$ cat src/rtl/stbs_pkg.sv
package stbs_pkg;

    // default table size
    localparam int TABLE_DEPTH = 1024;

    // field widths
    localparam int IDX_W = 10;
    localparam int VAL_W = 32;

    // stream word layout, slave side
    localparam int S_TDATA_W  = 96;
    localparam int S_TUSER_W  = 1;
    localparam int ENT_IDX_LSB = 0;
    localparam int ENT_VAL_LSB = ENT_IDX_LSB + IDX_W;
    localparam int KEY_LSB     = ENT_VAL_LSB + VAL_W;
    localparam int LOW_LSB     = KEY_LSB + VAL_W;
    localparam int HIGH_LSB    = LOW_LSB + IDX_W;

    // stream word layout, master side
    localparam int M_TDATA_W = 16;
    localparam int M_TUSER_W = 1;

    // command codes carried in s_axis_tuser
    localparam logic CMD_WRITE  = 1'b0;
    localparam logic CMD_SEARCH = 1'b1;

    // controller to datapath
    typedef struct packed {
        logic wr;        // store one table entry
        logic load;      // capture key and range
        logic probe;     // read the midpoint entry
        logic step;      // narrow the range after a miss
        logic fin_hit;   // capture a found result
        logic fin_miss;  // capture a not-found result
    } t_dp_cmd;

    // datapath to controller
    typedef struct packed {
        logic range_ok;  // low <= high
        logic hit;       // probed entry equals key
    } t_dp_stat;

endpackage

$ cat src/rtl/stbs_ctrl.sv
module stbs_ctrl (
    input  logic                  i_clk,
    input  logic                  i_rst_n,
    input  logic                  i_s_valid,
    input  logic                  i_s_command,
    input  logic                  i_m_ready,
    input  stbs_pkg::t_dp_stat    i_stat,
    output logic                  o_s_ready,
    output logic                  o_m_valid,
    output stbs_pkg::t_dp_cmd     o_cmd
);

    typedef enum logic [2:0] {
        ST_IDLE  = 3'b001,
        ST_PROBE = 3'b010,
        ST_CMP   = 3'b100
    } t_state;

    t_state r_state, n_state;
    logic   r_m_valid, n_m_valid;
    logic   w_out_free;

    // result register may be loaded when empty or being drained
    assign w_out_free = !r_m_valid || i_m_ready;

    // next state and datapath commands
    always_comb begin
        n_state = r_state;
        o_cmd   = '0;
        case (r_state)
            ST_IDLE: begin
                if (i_s_valid) begin
                    if (i_s_command == stbs_pkg::CMD_SEARCH) begin
                        o_cmd.load = 1'b1;
                        n_state    = ST_PROBE;
                    end else begin
                        o_cmd.wr = 1'b1;
                    end
                end
            end
            ST_PROBE: begin
                if (i_stat.range_ok) begin
                    o_cmd.probe = 1'b1;
                    n_state     = ST_CMP;
                end else if (w_out_free) begin
                    o_cmd.fin_miss = 1'b1;
                    n_state        = ST_IDLE;
                end
            end
            ST_CMP: begin
                if (i_stat.hit) begin
                    if (w_out_free) begin
                        o_cmd.fin_hit = 1'b1;
                        n_state       = ST_IDLE;
                    end
                end else begin
                    o_cmd.step = 1'b1;
                    n_state    = ST_PROBE;
                end
            end
            default: begin
                n_state = ST_IDLE;
            end
        endcase
    end

    // output word valid
    always_comb begin
        if (o_cmd.fin_hit || o_cmd.fin_miss) begin
            n_m_valid = 1'b1;
        end else if (i_m_ready) begin
            n_m_valid = 1'b0;
        end else begin
            n_m_valid = r_m_valid;
        end
    end

    always_ff @(posedge i_clk) begin
        if (!i_rst_n) begin
            r_state   <= ST_IDLE;
            r_m_valid <= 1'b0;
        end else begin
            r_state   <= n_state;
            r_m_valid <= n_m_valid;
        end
    end

    assign o_s_ready = r_state == ST_IDLE;
    assign o_m_valid = r_m_valid;

endmodule

$ cat config.mk
export PLATFORM = sky130hd
export DESIGN_NAME = stbs_ctrl
export DESIGN_NICKNAME = d
export VERILOG_FILES = /design/src/rtl/stbs_pkg.sv /design/src/rtl/stbs_ctrl.sv
export SDC_FILE = /design/constraint.sdc
export NUM_CORES = 1
export LEC_CHECK = 0
export BUFFER_PORTS_ARGS = -buffer_cell sky130_fd_sc_hd__buf_2
export CAP_MARGIN = 30
export CORE_AREA = 2 2 39 41
export DETAILED_ROUTE_END_ITERATION = 8
export DIE_AREA = 0 0 41 43
export PLACE_DENSITY_LB_ADDON = 0.08
export SYNTH_ARGS = -nofsm -noshare
export SYNTH_HDL_FRONTEND = slang
export SYNTH_SLANG_ARGS = --single-unit
$ cat constraint.sdc
create_clock -name i_clk -period 2.8 [get_ports i_clk]
set_input_delay 0.42 -clock i_clk [delete_from_list [all_inputs] [get_ports i_clk]]
set_output_delay 0.42 -clock i_clk [all_outputs]
set_load 0.01 [all_outputs]
# ---- Yosys cells after proc, flatten, opt, wreduce, memory -nomap -nowiden
# Cells that the tools add are included.
dict set report word_totals {
  register_bits 4
  latch_bits 0
  ramBits 0
  romBits 0
  input_bits 7
  out_inout_bits 8
  wordCells 32
  n_memories 0
}
dict set report op_classes {
  addsub 0
  n_mul 0
  div 0
  order_cmp 0
  n_eq_ne 5
  shift 0
  mux 20
  n_bitwise 0
  n_reduce_logical 5
}
# cell n
set ops {}
lappend ops {{$mux W3} 5}
lappend ops {{$mux W1} 11}
lappend ops {{$pmux W3 S3} 1}
lappend ops {{$mux W2} 3}
lappend ops {{$ne A2 B2 Y1 const B} 2}
lappend ops {{$eq A3 B1 Y1 const B} 1}
lappend ops {{$eq A3 B2 Y1 const B} 1}
lappend ops {{$eq A3 B3 Y1 const B} 1}
lappend ops {{$logic_or A1 B1 Y1} 2}
lappend ops {{$reduce_and A2 Y1} 1}
lappend ops {{$reduce_bool A2 Y1} 1}
lappend ops {{$logic_not A1 Y1} 1}

# ---- Longest topological paths before layout
dict set report logic_depth {
  ltp_word 7
  ltp_mapped 3
  mapped_depth_nobuf 3
}

# ---- Worst setup path before layout
# Ideal clock, no wire load.
dict set report synth_path {
  path_kind {register to output}
  start {register r_state[0]}
  end {output o_cmd[5] (netlist bit)}
  arrival_ns 1.009
  setup_slack_ns 1.371
  path_stages_with_launch 4
  path_buffers 0
  path_cell_list {dfxtp_1 > nor3b_2 > nand2_1 > nor2_1}
}
# element line
set synth_lines {}
lappend synth_lines {{start: declaration} stbs_ctrl.sv:19} ;# t_state r_state, n_state;
lappend synth_lines {{start signal: assignment} stbs_ctrl.sv:83} ;# r_state <= n_state;
lappend synth_lines {{end: declaration} stbs_ctrl.sv:10} ;# output stbs_pkg::t_dp_cmd o_cmd

==> impl_summary.md <==
Run status
The run finished with clean final reports.

Floorplanning
The I/O pin count is 15. From bottom edge to top edge, the die measures 43 um. For this configuration, the core starts out at a cell density of 0.1890. The horizontal die dimension is 41 um. The core region is 1384 sq um.

The floorplan step defined a die boundary enclosing 1763 sq um. The placement row count is 14.

Synthesis
After synthesis, the cell types taking the most area are sky130_fd_sc_hd__dfxtp_1, sky130_fd_sc_hd__nor3b_2, sky130_fd_sc_hd__o311ai_2. The number of enable flip-flop cells after synthesis is 0. The top cell type's share of synthesized area is 0.3062. A synthesized cell averages 8.717 sq um. The number of standard cells after synthesis is 30. In this run, synthesis produced a sequential element count of 4. Counting every net in the synthesized netlist gives 37. During synthesis, Yosys emitted a total of 0 warnings. The most area-hungry cell type in the Yosys netlist is sky130_fd_sc_hd__dfxtp_1. Counting distinct cell types in the post-synthesis netlist gives 18. The synthesized netlist occupies a cell area of 261.5 sq um.

Of the synthesized area, sequential elements account for 0.3062. The dominant synthesized flop cell is sky130_fd_sc_hd__dfxtp_1. Counting flops with an async set or reset pin after synthesis yields a share of 0.

Power and ir drop
Power spread over the standard cell area amounts to 404.1 nW/um^2. The leakage component of the power is 0.0001818 uW. IR analysis of the VDD net gives a maximum drop of 104.7 uV.

Cells and area
0 antenna diodes ended up in the layout. The share of cells above drive strength 1 is 0.4681. Once layout is done, the placed cells without fillers occupy 374.1 sq um. The final layout contains 56 nets. The storage element area is 80.08 sq um. Counting the fill cells in the layout gives 153. In the final layout, the multi-input gates occupy 170.2 sq um. In the layout the commonest cells are sky130_fd_sc_hd__buf_2, sky130_fd_sc_hd__dfxtp_1, sky130_fd_sc_hd__inv_1, sky130_fd_sc_hd__nor2_1, sky130_fd_sc_hd__clkbuf_4. The area added between synthesis and finish is 43.06%. The library cell used most frequently in the layout, excluding fill and tap cells, is sky130_fd_sc_hd__buf_2.

Clocking
The count of cells resized by post-cts repair is 0. TritonCTS built the clock tree. Counting every sink on the clock net gives 4. The count of buffers added by post-CTS timing repair for setup is 0.

The post-cts hold buffer count is 0. The clock root buffer is sky130_fd_sc_hd__clkbuf_4. The level count of the clock H-tree is 1. The number of clock buffers inserted by TritonCTS is 3. The worst-skew pair later-pin latency is 0.23 ns.

The maximum buffer depth of the clock tree is 2. Clock-pin slew was measured on the worst setup and hold paths at 0.04 ns.

Timing
The final critical-path share of the clock period is 0.6230. The sum of negative setup slack is 0 ns. The number of pins with negative max-slew slack in the final report came to 0. For the pin with the worst max-slew slack, the measured transition is 0.3393 ns. The routed design could run at a clock period as short as 1.744 ns. The final-report setup violation count is 0. In the post-route analysis, the smallest setup slack over all paths is 1.056 ns. The final number of hold-violating endpoints is 0. The worst-case headroom to the max-slew limit is 0.7734. Setup repair after global routing left no endpoint under its margin. The worst-case clock skew is 0.005422 ns. Static timing analysis puts the maximum clock frequency at 573.3 MHz.

GRT
The number of antenna violations at the first check in global routing is 0. The number of global-route vias before repair is 277. The pin count of the biggest net entering global routing is 8.

The global-route wire length before repair is 1.173 mm. Global routing finished with a remaining overflow of 0. For this run, the total global-route usage over all layers was measured as 0.09729.

Placed design
The cell area reported after detailed placement is 351.6 sq um. The count of buffers added on input and output ports is 14. The final HPWL from detailed placement is 530.1 um. The final weighted congestion of routability-driven global placement is 0.6367. The worst slack at placement is 1.183 ns.

Drt
The total wire length is 660 um. The final antenna-violating net count is 0. The DRC violation count after routing is 0. Dividing the detail-routed wire length by the instance count gives 10.48 um. In the routed layout, each cell is associated on average with a via count of 4.444.

The first detailed-routing pass ran for 2 iterations. The detailed-route via count is 280. The detailed router's first-iteration violation count is 7.

Min path
The min-delay analysis places its worst path in the category in2reg.

Critical path
STA classifies the critical path startpoint as a flop. The critical path is of the reg2out type. The required time at the endpoint of the critical path is 2.38 ns.

The category of the worst setup path capture point is an output pin. The data arrival time of the critical path is 1.32 ns. In this run the worst path has a maximum fanout of 7.

Flow run
Max-cap violations in this run came to 0.
cells in the mapped netlist (all sizes together), types with 2 or more instances:
cell / n
nor2: 3
dfxtp: 4
nand3: 2
nor2b: 3
inv: 3
and3: 2
a21oi: 2
nor3b: 2
path summary, 6_finish.rpt:
kind	startpoint	slack [ns]	endpoint	cells past startpoint
min	i_rst_n	0.47	o_m_valid$_SDFFE_PN0P_	2
max	r_state[0]$_SDFFE_PN1P_	1.06	o_cmd[4]	3
min reg2reg	r_state[1]$_SDFFE_PN0P_	0.62	r_state[2]$_SDFFE_PN0P_	2
max reg2reg	r_state[1]$_SDFFE_PN0P_	1.59	r_state[0]$_SDFFE_PN1P_	3
cell type report:
type,instances,share of cell area
Clock buffer,3,0.06020
Inverter,3,0.03010
Multi-Input combinational cell,23,0.4548
Sequential cell,4,0.2140
Tap cell,16,0.05351
Timing Repair Buffer,14,0.1873
registers in the layout (all words and copies together), names as in the netlist:
register / count
r_state: 3
o_m_valid: 1
logic make-up after synthesis:
logic type | count (synthesis) | share of synthesized area
flops | 4 | 0.3062
compound gates | 7 | 0.2106
simple gates | 16 | 0.4402
buf+inv | 3 | 0.04306
power breakdown:
group          internal, uW  total [uW]  switching (uW)
Sequential             58.8        61.8            3.02
Clock                  47.8        69.6            21.8
Combinational          10.2        19.8            9.54
through the flow:
step | instances | total power (uW) | hold WS [ns] | utilization
floorplan | 30 | 71.96 | 0.5328 | -
global placement | 60 | 82.25 | 0.6139 | 0.2541
detailed placement | 60 | 82.73 | 0.6081 | 0.2541
CTS | 63 | 155.6 | 0.4672 | 0.2703
global route | 63 | 163.5 | 0.4750 | 0.2703
finish | 63 | 151.2 | 0.4720 | 0.2703
routing by layer:
layer  wire [um]  track usage
met5           0            0
met4           0      0.02000
met3          46      0.04712
met2         301       0.1375
met1         312       0.1314
worst max-delay path: stages (launching register included):
cell and delay, ns:
sky130_fd_sc_hd__dfxtp_1 0.47, sky130_fd_sc_hd__nor3b_2 0.31, sky130_fd_sc_hd__and3_1 0.19, sky130_fd_sc_hd__buf_2 0.12
No activity file was read; power rests on OpenSTA's default activity.
